[src/rtl/bba_pkg.sv]
// Shared types and constants for the block bitmap allocator.
`default_nettype none
package bba_pkg;

  localparam int ADDR_W          = 32;
  localparam int WORD_BITS       = 32;
  localparam int WORD_IDX_W      = 5;
  localparam int FREE_W          = 11;
  localparam int DEF_NUM_BLOCKS  = 1024;
  localparam int DEF_BLOCK_BYTES = 256;

  localparam logic CMD_ALLOC = 1'b0;
  localparam logic CMD_FREE  = 1'b1;

  typedef enum logic [1:0] {
    ST_OK   = 2'd0,
    ST_FULL = 2'd1,
    ST_BAD  = 2'd2
  } status_t;

  typedef enum logic [3:0] {
    S_CLEAR,
    S_IDLE,
    S_DECODE,
    S_SCAN,
    S_MUL,
    S_ADD,
    S_DIV,
    S_FRD,
    S_FCHK,
    S_RESP
  } state_t;

  // controller -> datapath
  typedef struct packed {
    logic    clr_wr;
    logic    load;
    logic    div_init;
    logic    div_step;
    logic    scan_rd;
    logic    alloc_wr;
    logic    mul;
    logic    add;
    logic    free_rd;
    logic    free_wr;
    logic    out_load;
    status_t out_status;
  } dp_cmd_t;

  // datapath -> controller
  typedef struct packed {
    logic clr_last;
    logic is_free;
    logic full;
    logic addr_bad;
    logic word_hit;
    logic rem_nz;
    logic bit_used;
    logic out_free;
  } dp_stat_t;

endpackage
`default_nettype wire

[src/rtl/bba_ctrl.sv]
// Sequencing state machine for the block bitmap allocator.
`default_nettype none
module bba_ctrl (
  input  wire logic             clk,
  input  wire logic             rst,
  input  wire logic             s_tvalid,
  output logic                  s_tready,
  input  wire bba_pkg::dp_stat_t stat,
  output bba_pkg::dp_cmd_t      cmd
);

  bba_pkg::state_t  state, state_next;
  bba_pkg::status_t resp, resp_next;

  always_ff @(posedge clk) begin
    if (rst) begin
      state <= bba_pkg::S_CLEAR;
      resp  <= bba_pkg::ST_OK;
    end else begin
      state <= state_next;
      resp  <= resp_next;
    end
  end

  always_comb begin
    state_next     = state;
    resp_next      = resp;
    s_tready       = 1'b0;
    cmd            = '0;
    cmd.out_status = resp;
    unique case (state)
      bba_pkg::S_CLEAR: begin
        cmd.clr_wr = 1'b1;
        if (stat.clr_last) state_next = bba_pkg::S_IDLE;
      end
      bba_pkg::S_IDLE: begin
        s_tready = 1'b1;
        if (s_tvalid) begin
          cmd.load   = 1'b1;
          state_next = bba_pkg::S_DECODE;
        end
      end
      bba_pkg::S_DECODE: begin
        if (!stat.is_free) begin
          if (stat.full) begin
            resp_next  = bba_pkg::ST_FULL;
            state_next = bba_pkg::S_RESP;
          end else begin
            state_next = bba_pkg::S_SCAN;
          end
        end else if (stat.addr_bad) begin
          resp_next  = bba_pkg::ST_BAD;
          state_next = bba_pkg::S_RESP;
        end else begin
          cmd.div_init = 1'b1;
          state_next   = bba_pkg::S_DIV;
        end
      end
      bba_pkg::S_SCAN: begin
        if (stat.word_hit) begin
          cmd.alloc_wr = 1'b1;
          state_next   = bba_pkg::S_MUL;
        end else begin
          cmd.scan_rd = 1'b1;
        end
      end
      bba_pkg::S_MUL: begin
        cmd.mul    = 1'b1;
        state_next = bba_pkg::S_ADD;
      end
      bba_pkg::S_ADD: begin
        cmd.add    = 1'b1;
        resp_next  = bba_pkg::ST_OK;
        state_next = bba_pkg::S_RESP;
      end
      bba_pkg::S_DIV: begin
        cmd.div_step = 1'b1;
        state_next   = bba_pkg::S_FRD;
      end
      bba_pkg::S_FRD: begin
        if (stat.rem_nz) begin
          resp_next  = bba_pkg::ST_BAD;
          state_next = bba_pkg::S_RESP;
        end else begin
          cmd.free_rd = 1'b1;
          state_next  = bba_pkg::S_FCHK;
        end
      end
      bba_pkg::S_FCHK: begin
        if (stat.bit_used) begin
          cmd.free_wr = 1'b1;
          resp_next   = bba_pkg::ST_OK;
        end else begin
          resp_next = bba_pkg::ST_BAD;
        end
        state_next = bba_pkg::S_RESP;
      end
      bba_pkg::S_RESP: begin
        if (stat.out_free) begin
          cmd.out_load = 1'b1;
          state_next   = bba_pkg::S_IDLE;
        end
      end
      default: state_next = bba_pkg::S_CLEAR;
    endcase
  end

endmodule
`default_nettype wire

[src/rtl/bba_datapath.sv]
// Bitmap memory, free counter, address-to-index conversion, multiplier and result register.
`default_nettype none
module bba_datapath #(
  parameter int NUM_BLOCKS  = bba_pkg::DEF_NUM_BLOCKS,
  parameter int BLOCK_BYTES = bba_pkg::DEF_BLOCK_BYTES
) (
  input  wire logic                        clk,
  input  wire logic                        rst,
  input  wire logic                        cfg_we,
  input  wire logic [bba_pkg::ADDR_W-1:0]  cfg_wdata,
  input  wire logic [bba_pkg::ADDR_W-1:0]  s_tdata,
  input  wire logic [0:0]                  s_tuser,
  output logic                             m_tvalid,
  input  wire logic                        m_tready,
  output logic [47:0]                      m_tdata,
  input  wire bba_pkg::dp_cmd_t            cmd,
  output bba_pkg::dp_stat_t                stat
);

  localparam int WB   = bba_pkg::WORD_BITS;
  localparam int WIW  = bba_pkg::WORD_IDX_W;
  localparam int AW   = bba_pkg::ADDR_W;
  localparam int ROWS = (NUM_BLOCKS + WB - 1) / WB;
  localparam int RW   = (ROWS > 1) ? $clog2(ROWS) : 1;
  localparam int XW   = RW + WIW;
  localparam int CNTW = $clog2(NUM_BLOCKS + 1);
  localparam int EW   = (CNTW > bba_pkg::FREE_W) ? CNTW : bba_pkg::FREE_W;
  localparam longint unsigned LIMIT_L = longint'(NUM_BLOCKS) * longint'(BLOCK_BYTES);
  localparam logic [AW:0]   LIMIT = (AW + 1)'(LIMIT_L);
  localparam logic [AW-1:0] BB    = AW'(BLOCK_BYTES);

  // position of the lowest set bit
  function automatic int low_one(input logic [AW-1:0] v);
    int n;
    n = 0;
    for (int b = AW - 1; b >= 0; b--) begin
      if (v[b]) n = b;
    end
    return n;
  endfunction

  // inverse of an odd value modulo 2^AW (Newton steps, bits double each pass)
  function automatic logic [AW-1:0] odd_inverse(input logic [AW-1:0] o);
    logic [AW-1:0] x;
    x = o;
    for (int i = 0; i < 5; i++) x = x * (AW'(2) - o * x);
    return x;
  endfunction

  // BLOCK_BYTES = 2^TZ * ODD; an exact multiple of ODD times INV gives the quotient,
  // anything else lands at or above NUM_BLOCKS
  localparam int            TZ   = low_one(BB);
  localparam logic [AW-1:0] ODD  = BB >> TZ;
  localparam logic [AW-1:0] INV  = odd_inverse(ODD);
  localparam logic [AW-1:0] MASK = AW'((longint'(1) << TZ) - 1);

  // contents written to one row by the clearing pass: block zero and padding past the end read used
  function automatic logic [WB-1:0] init_word(input logic [RW-1:0] row);
    logic [WB-1:0]   w;
    longint unsigned g;
    for (int b = 0; b < WB; b++) begin
      g    = longint'(row) * WB + b;
      w[b] = (g == 0) || (g >= NUM_BLOCKS);
    end
    return w;
  endfunction

  logic [WB-1:0] mem [ROWS];
  logic [WB-1:0] rdata;

  logic [AW-1:0]   data_base;
  logic [AW-1:0]   req_addr;
  logic            req_free;
  logic [CNTW-1:0] count;
  logic [RW-1:0]   clr_row;
  logic [RW-1:0]   scan_row;
  logic [RW-1:0]   data_row;
  logic            rd_vld;
  logic [XW-1:0]   idx;
  logic [AW-1:0]   prod;
  logic [AW-1:0]   granted;
  logic [AW-1:0]   rem;
  logic [AW-1:0]   quo;

  logic [1:0]      o_status;
  logic [AW-1:0]   o_granted;
  logic [bba_pkg::FREE_W-1:0] o_free;

  logic [AW-1:0]   off;
  logic [XW-1:0]   qx;
  logic [RW-1:0]   frow;
  logic [WIW-1:0]  fbit;
  logic [WIW-1:0]  hit_bit;
  logic [EW-1:0]   count_ext;

  logic            we, re;
  logic [RW-1:0]   wa, ra;
  logic [WB-1:0]   wd;

  assign off       = req_addr - data_base;
  assign qx        = quo[XW-1:0];
  assign frow      = qx[XW-1:WIW];
  assign fbit      = qx[WIW-1:0];
  assign count_ext = EW'(count);

  // lowest clear bit of the word just read
  always_comb begin
    hit_bit = '0;
    for (int i = WB - 1; i >= 0; i--) begin
      if (!rdata[i]) hit_bit = WIW'(i);
    end
  end

  always_comb begin
    we = 1'b0;
    wa = clr_row;
    wd = init_word(clr_row);
    re = 1'b0;
    ra = scan_row;
    if (cmd.alloc_wr) begin
      we = 1'b1;
      wa = data_row;
      wd = rdata | (WB'(1) << hit_bit);
    end else if (cmd.free_wr) begin
      we = 1'b1;
      wa = frow;
      wd = rdata & ~(WB'(1) << fbit);
    end else if (cmd.clr_wr) begin
      we = 1'b1;
    end
    if (cmd.scan_rd) begin
      re = 1'b1;
    end else if (cmd.free_rd) begin
      re = 1'b1;
      ra = frow;
    end
  end

  always_ff @(posedge clk) begin
    if (we) mem[wa] <= wd;
    if (re) rdata <= mem[ra];
  end

  always_ff @(posedge clk) begin
    if (rst) begin
      data_base <= '0;
      count     <= CNTW'(NUM_BLOCKS - 1);
      clr_row   <= '0;
      rd_vld    <= 1'b0;
      m_tvalid  <= 1'b0;
    end else begin
      if (cfg_we) data_base <= cfg_wdata;
      if (cmd.clr_wr) clr_row <= clr_row + RW'(1);
      if (cmd.alloc_wr) count <= count - CNTW'(1);
      else if (cmd.free_wr) count <= count + CNTW'(1);
      rd_vld <= cmd.scan_rd;
      if (cmd.out_load) m_tvalid <= 1'b1;
      else if (m_tready) m_tvalid <= 1'b0;
    end
  end

  always_ff @(posedge clk) begin
    if (cmd.load) begin
      req_addr <= s_tdata;
      req_free <= (s_tuser[0] == bba_pkg::CMD_FREE);
      scan_row <= '0;
      granted  <= '0;
    end
    if (cmd.scan_rd) begin
      scan_row <= scan_row + RW'(1);
      data_row <= scan_row;
    end
    if (cmd.alloc_wr) idx <= {data_row, hit_bit};
    if (cmd.mul) prod <= AW'(idx) * BB;
    if (cmd.add) granted <= data_base + prod;
    if (cmd.div_init) rem <= off;
    if (cmd.div_step) quo <= (rem >> TZ) * INV;
    if (cmd.out_load) begin
      o_status  <= cmd.out_status;
      o_granted <= granted;
      o_free    <= count_ext[bba_pkg::FREE_W-1:0];
    end
  end

  assign m_tdata = {3'b000, o_free, o_granted, o_status};

  always_comb begin
    stat          = '0;
    stat.clr_last = (clr_row == RW'(ROWS - 1));
    stat.is_free  = req_free;
    stat.full     = (count == '0);
    stat.addr_bad = (req_addr < data_base) || ({1'b0, off} >= LIMIT);
    stat.word_hit = rd_vld && !(&rdata);
    // misaligned, or not a whole multiple of the odd factor
    stat.rem_nz   = ((rem & MASK) != '0) || (quo >= AW'(NUM_BLOCKS));
    stat.bit_used = rdata[fbit];
    stat.out_free = !m_tvalid || m_tready;
  end

endmodule
`default_nettype wire

[src/rtl/block_bitmap_allocator_unit.sv]
// Top level of the first-fit block bitmap allocator.
// The unit keeps one used bit per block in a memory of 32-bit rows plus a free-block
// counter. A request carries a command on s_tuser (allocate or free) and, for a free,
// the block address on s_tdata. Allocate scans the rows from the bottom, one row read
// per cycle, takes the lowest clear bit, marks it used and returns
// data_base + index * BLOCK_BYTES. Free subtracts data_base and turns the offset into
// a block index by a multiply with the inverse of the odd factor of BLOCK_BYTES, which
// is exact for whole multiples and lands out of range for anything else; it then
// checks alignment, range and that the block is in use, and clears its bit. Every
// request gives exactly one result.
// Sequence up to the load of the result: an allocate passes DECODE, SCAN, MUL, ADD and
// RESP; SCAN reads rows from 0 up to the row holding the first free block (at most
// ceil(NUM_BLOCKS/32) - 1) through the single memory read port. An allocate on a full
// map goes from DECODE straight to RESP. A free passes DECODE, DIV, FRD, FCHK and RESP;
// a misaligned address inside the map leaves at FRD, an address below data_base or
// past the last block at DECODE. The unit is ready again in the cycle after the result
// is loaded. One request is in flight at a time; a new request is taken while the
// previous result still waits in the output register. After reset the unit runs a
// clearing pass over the ceil(NUM_BLOCKS/32) rows (32 at default), during which
// s_tready stays low; block zero comes up used. data_base may be written through
// cfg_we/cfg_wdata only while no request is in flight.
`default_nettype none
module block_bitmap_allocator_unit #(
  parameter int NUM_BLOCKS  = bba_pkg::DEF_NUM_BLOCKS,
  parameter int BLOCK_BYTES = bba_pkg::DEF_BLOCK_BYTES
) (
  input  wire logic                       clk,
  input  wire logic                       rst,
  // configuration: data_base
  input  wire logic                       cfg_we,
  input  wire logic [bba_pkg::ADDR_W-1:0] cfg_wdata,
  // request channel
  input  wire logic                       s_tvalid,
  output logic                            s_tready,
  input  wire logic [bba_pkg::ADDR_W-1:0] s_tdata,   // [31:0] block_address
  input  wire logic [0:0]                 s_tuser,   // [0] cmd (0 allocate, 1 free)
  // result channel
  output logic                            m_tvalid,
  input  wire logic                       m_tready,
  output logic [47:0]                     m_tdata    // [1:0] status, [33:2] granted_address,
                                                     // [44:34] free_blocks, [47:45] zero
);

  bba_pkg::dp_cmd_t  cmd;
  bba_pkg::dp_stat_t stat;

  bba_ctrl u_ctrl (
    .clk      (clk),
    .rst      (rst),
    .s_tvalid (s_tvalid),
    .s_tready (s_tready),
    .stat     (stat),
    .cmd      (cmd)
  );

  bba_datapath #(
    .NUM_BLOCKS  (NUM_BLOCKS),
    .BLOCK_BYTES (BLOCK_BYTES)
  ) u_datapath (
    .clk       (clk),
    .rst       (rst),
    .cfg_we    (cfg_we),
    .cfg_wdata (cfg_wdata),
    .s_tdata   (s_tdata),
    .s_tuser   (s_tuser),
    .m_tvalid  (m_tvalid),
    .m_tready  (m_tready),
    .m_tdata   (m_tdata),
    .cmd       (cmd),
    .stat      (stat)
  );

endmodule
`default_nettype wire
[config.mk]
export PLATFORM = sky130hd
export DESIGN_NAME = block_bitmap_allocator_unit
export DESIGN_NICKNAME = d
export VERILOG_FILES = /design/src/rtl/bba_pkg.sv /design/src/rtl/bba_ctrl.sv /design/src/rtl/bba_datapath.sv /design/src/rtl/block_bitmap_allocator_unit.sv
export SDC_FILE = /design/constraint.sdc
export NUM_CORES = 2
export LEC_CHECK = 0
export ABC_CLOCK_PERIOD_IN_PS = 20400
export BUFFER_PORTS_ARGS = -buffer_cell sky130_fd_sc_hd__buf_4
export CAP_MARGIN = 20
export CELL_PAD_IN_SITES_DETAIL_PLACEMENT = 1
export CELL_PAD_IN_SITES_GLOBAL_PLACEMENT = 1
export CORE_AREA = 2 2 507 308
export CTS_BUF_LIST = sky130_fd_sc_hd__clkbuf_2
export DETAILED_ROUTE_END_ITERATION = 8
export DIE_AREA = 0 0 509 310
export GPL_TIMING_DRIVEN = 0
export PLACE_DENSITY = 0.55
export SLEW_MARGIN = 30
export SYNTH_ARGS = -nofsm -noshare
export SYNTH_HDL_FRONTEND = slang
export SYNTH_HIERARCHICAL = 1
export SYNTH_SLANG_ARGS = --single-unit
[constraint.sdc]
create_clock -name clk -period 20.4 [get_ports clk]
set_clock_uncertainty 0.15 [all_clocks]
set_input_delay 1.02 -clock clk [delete_from_list [all_inputs] [get_ports clk]]
set_output_delay 1.02 -clock clk [all_outputs]
set_load 0.01 [all_outputs]
==> results.md <==
- Max Clk Rate: 137 MHz
- Max-slew violation count: 0
- Port bufs: 115
- Die W: 509 µm
- Simple-gate share of the synthesized area: 7.62%
- Detail Route Antenna Nets: 0
- Fin crit share: 35.7%
- Final setup fails: 0
- Syn Inst Count: 3145
- Clock latency on the worst-skew pair: 1.68 ns
- Seq/Total Area, Yosys: 72.7%
- First-pass GRT wire length: 240 mm
- Count of different cell masters after synthesis: 78
- Crit Path Max Fanout: 10
- Static leakage: 22.1 nW
- WP data arrival: 8.46 ns
- Clock slew at reported path FFs: 0.11 ns
- DRT Pass-1 Iters: 6
- Post-DP HPWL: 120 mm
- Syn avg cell area: 16.9 µm²
- Status: complete, no violations
- CP Launch Type: register
- Register bit total from synthesis: 1308
- Synth warnings: 6
- CTS H-Tree Depth: 5
- Min Hold Slack: 0.236 ns
- Via count of the first global-routing pass: 32.7k
- RSZ-0062 raised after global routing: false
- Clock Path Buffers: 4
- Reg area: 38700 µm²
- Post-Synth XOR/XNOR Area: 0.822%
- Post-DR wirelength/cell: 27.5 µm
- Post-CTS setup buffer count: 0
- Starting Density: 34.6%
- DR vias/cell: 5.27
- Max-cap violations: 0
- # rows: 112
- Final wirelength: 169 mm
- Die height: 310 µm
- Final Cell Area: 64400 µm²
- Placed Area: 60000 µm²
- Sink Count: 1308
- Crit. End Element: register
- Post-Syn Area: 53300 µm²
- Fraction of the mapped netlist area in compound gates: 3.48%
- Critical path data required time: 21.58 ns
- Final RePlAce weighted congestion: 0.907
- Overall Power: 5.51 mW
- GRT Resource Usage Total: 21.5%
- Commonest non-fill, non-tap cell in the layout: edfxtp_1
- # DRC: 0
- Worst-margin pin slew: 1.11 ns
- Vias: 32.4k
- Layout cells sized above 1: 27.4%
- Layout Nets: 3993
- CTS tree: built
- Pwr/cell area: 85.5 nW/µm²
- Area of the multi-input gates: 14200 µm²
- Post-Synth Adder-Cell Area: 1.40%
- Setup CP Type: reg -> reg
- Most frequent cells in the layout: edfxtp_1 (1252), clkbuf_2 (474), nand2_1 (391)
- Number of enable flip-flop cells after synthesis: 1252
- Ys flop type: edfxtp_1
- Multiplexer share of the synthesized area: 12.3%
- Layout area overhead: 21.0%
- Root Driver: clkbuf_2
- Shortest period the worst path allows: 7.28 ns
- Initial antenna violation count: 12
- CTS buffer count: 320
- # IOs: 120
- Core area: 154000 µm²
- Largest family of logic cells by synthesized area: multiplexers
- Hold Crit Class: reg -> reg
- Cells on worst reg2reg path: 14
- Pin count of the biggest net entering global routing: 34
- Die footprint: 158000 µm²
- Peak VDD IR: 0.0472 mV
- Hold Vio Cnt, Final: 0
- Grt ovf: 0
- Fill cells: 15.3k
- Hold-critical path depth: 0
- Drt first-iter violations: 3658
- Post-synthesis async set-or-reset flop share: 0%
- Sum Neg Setup Slack: 0 ns
- Max-slew headroom: 26.2%
[metrics by stage]
step                util (%)  std cells  worst slack (ns)
floorplan                  -       3147             13.53
global placement        36.9       5314              9.75
detailed placement      39.0       5425             13.20
CTS                     41.9       6139             13.13
global route            41.9       6142             12.85
finish                  41.9       6149             13.12
[Yosys cell counts (all sizes together), types with 3 or more instances]
cell type,instances,area (µm²)
xnor2,39,342
o31a,4,35.0
a21boi,15,113
mux2,5,56.3
or3,10,67.6
edfxtp,1252,37600
mux4,266,5990
and2,30,189
dfxtp,56,1120
nor2,125,469
a31oi,13,81.3
o22a,7,61.3
nand2,391,1470
a21o,22,165
a211oi,4,35.0
nand3b,5,37.5
xor2,11,96.3
nand4,16,100
a21oi,65,325
nor4,13,81.3
nand2b,20,125
o21ai,111,556
clkbuf,109,409
ha,55,688
or4,5,37.5
mux2i,49,490
inv,71,267
nor3b,8,60.1
nand3,186,931
nor2b,21,131
or2,10,62.6
o41ai,3,26.3
a221oi,3,43.8
o211ai,6,45.0
o31ai,4,30.0
and3,6,37.5
o21a,11,82.6
fa,3,60.1
nor3,35,180
buf,45,226
a221o,3,30.0
[sequential cells by signal, summed over array words and instances (netlist names), 11 cells and up]
signal	cells
u_datapath/granted	32
u_datapath/mem	1024
u_datapath/req_addr	32
u_datapath/quo	24
u_datapath/data_base	32
u_datapath/count	11
u_datapath/rdata	32
u_datapath/o_free	11
u_datapath/rem	32
u_datapath/o_granted	32
[power breakdown]
part	switching (mW)	leakage (nW)	internal, mW
clock network	1.08	2.13	0.647
logic	0.411	7.91	0.257
registers	0.0364	12.1	3.07
total	1.53	22.1	3.98
[layout make-up]
class,instances,area share (%)
inverter,72,0.419
clock inverter,86,0.676
sequential,1308,60.1
clock buffer,458,3.56
timing repair buffer,396,8.13
multi-input combinational,1613,22.1
buffer,154,1.02
antenna,10,0.0388
tap,2052,3.98
[critical path, cell delays in order (launching register included)]
cell and delay, ns:
edfxtp_1 0.37, nor4_1 0.72, nand4_1 0.21, or4_1 0.73, nor3_1 0.37, nor2b_1 0.17, clkbuf_1 0.54, mux2i_1 0.76
clkbuf_1 0.81, clkbuf_1 0.74, mux4_2 0.43, nand2_1 0.08, nand3_1 0.31, nand3_1 0.44, o21ai_0 0.15
[cell families (layout without fill, tap and decap cells)]
| group | after synthesis | in the layout |
|---|---|---|
| DFF | 1308 | 1308 |
| and+or+nand+nor | 889 | 889 |
| muxes | 320 | 320 |
| AOI/OAI and AO/OA | 293 | 293 |
| buffers and inverters | 226 | 1166 |
| adders and majority gates | 58 | 58 |
| xor gates and xnor gates | 50 | 50 |
| other | 1 | 13 |
[what timing repair did]
| item | in CTS | in global routing |
|---|---|---|
| gates resized for setup | 0 | 0 |
| hold endpoints to repair | 125 | 0 |
| hold buffers | 170 | 0 |
[routing by layer]
metal	wire (µm)	track usage [%]	up-vias
li1	-	-	13900
met1	84600	34.8	16900
met2	62900	26.0	1379
met3	18100	7.56	230
met4	3160	5.96	6
met5	212	0.906	-
[worst paths after layout]
check	from	to	slack, ns
setup / recovery	u_datapath/rem[0]$_DFFE_PP_	u_datapath/rdata[3]$_DFFE_PP_	13.12
hold / removal	u_datapath/idx[5]$_DFFE_PP_	u_datapath/prod[13]$_DFFE_PP_	0.24
setup reg to reg	u_datapath/rem[0]$_DFFE_PP_	u_datapath/rdata[3]$_DFFE_PP_	13.12
hold reg to reg	u_datapath/idx[5]$_DFFE_PP_	u_datapath/prod[13]$_DFFE_PP_	0.24
Power figures use the tool's default switching activity.
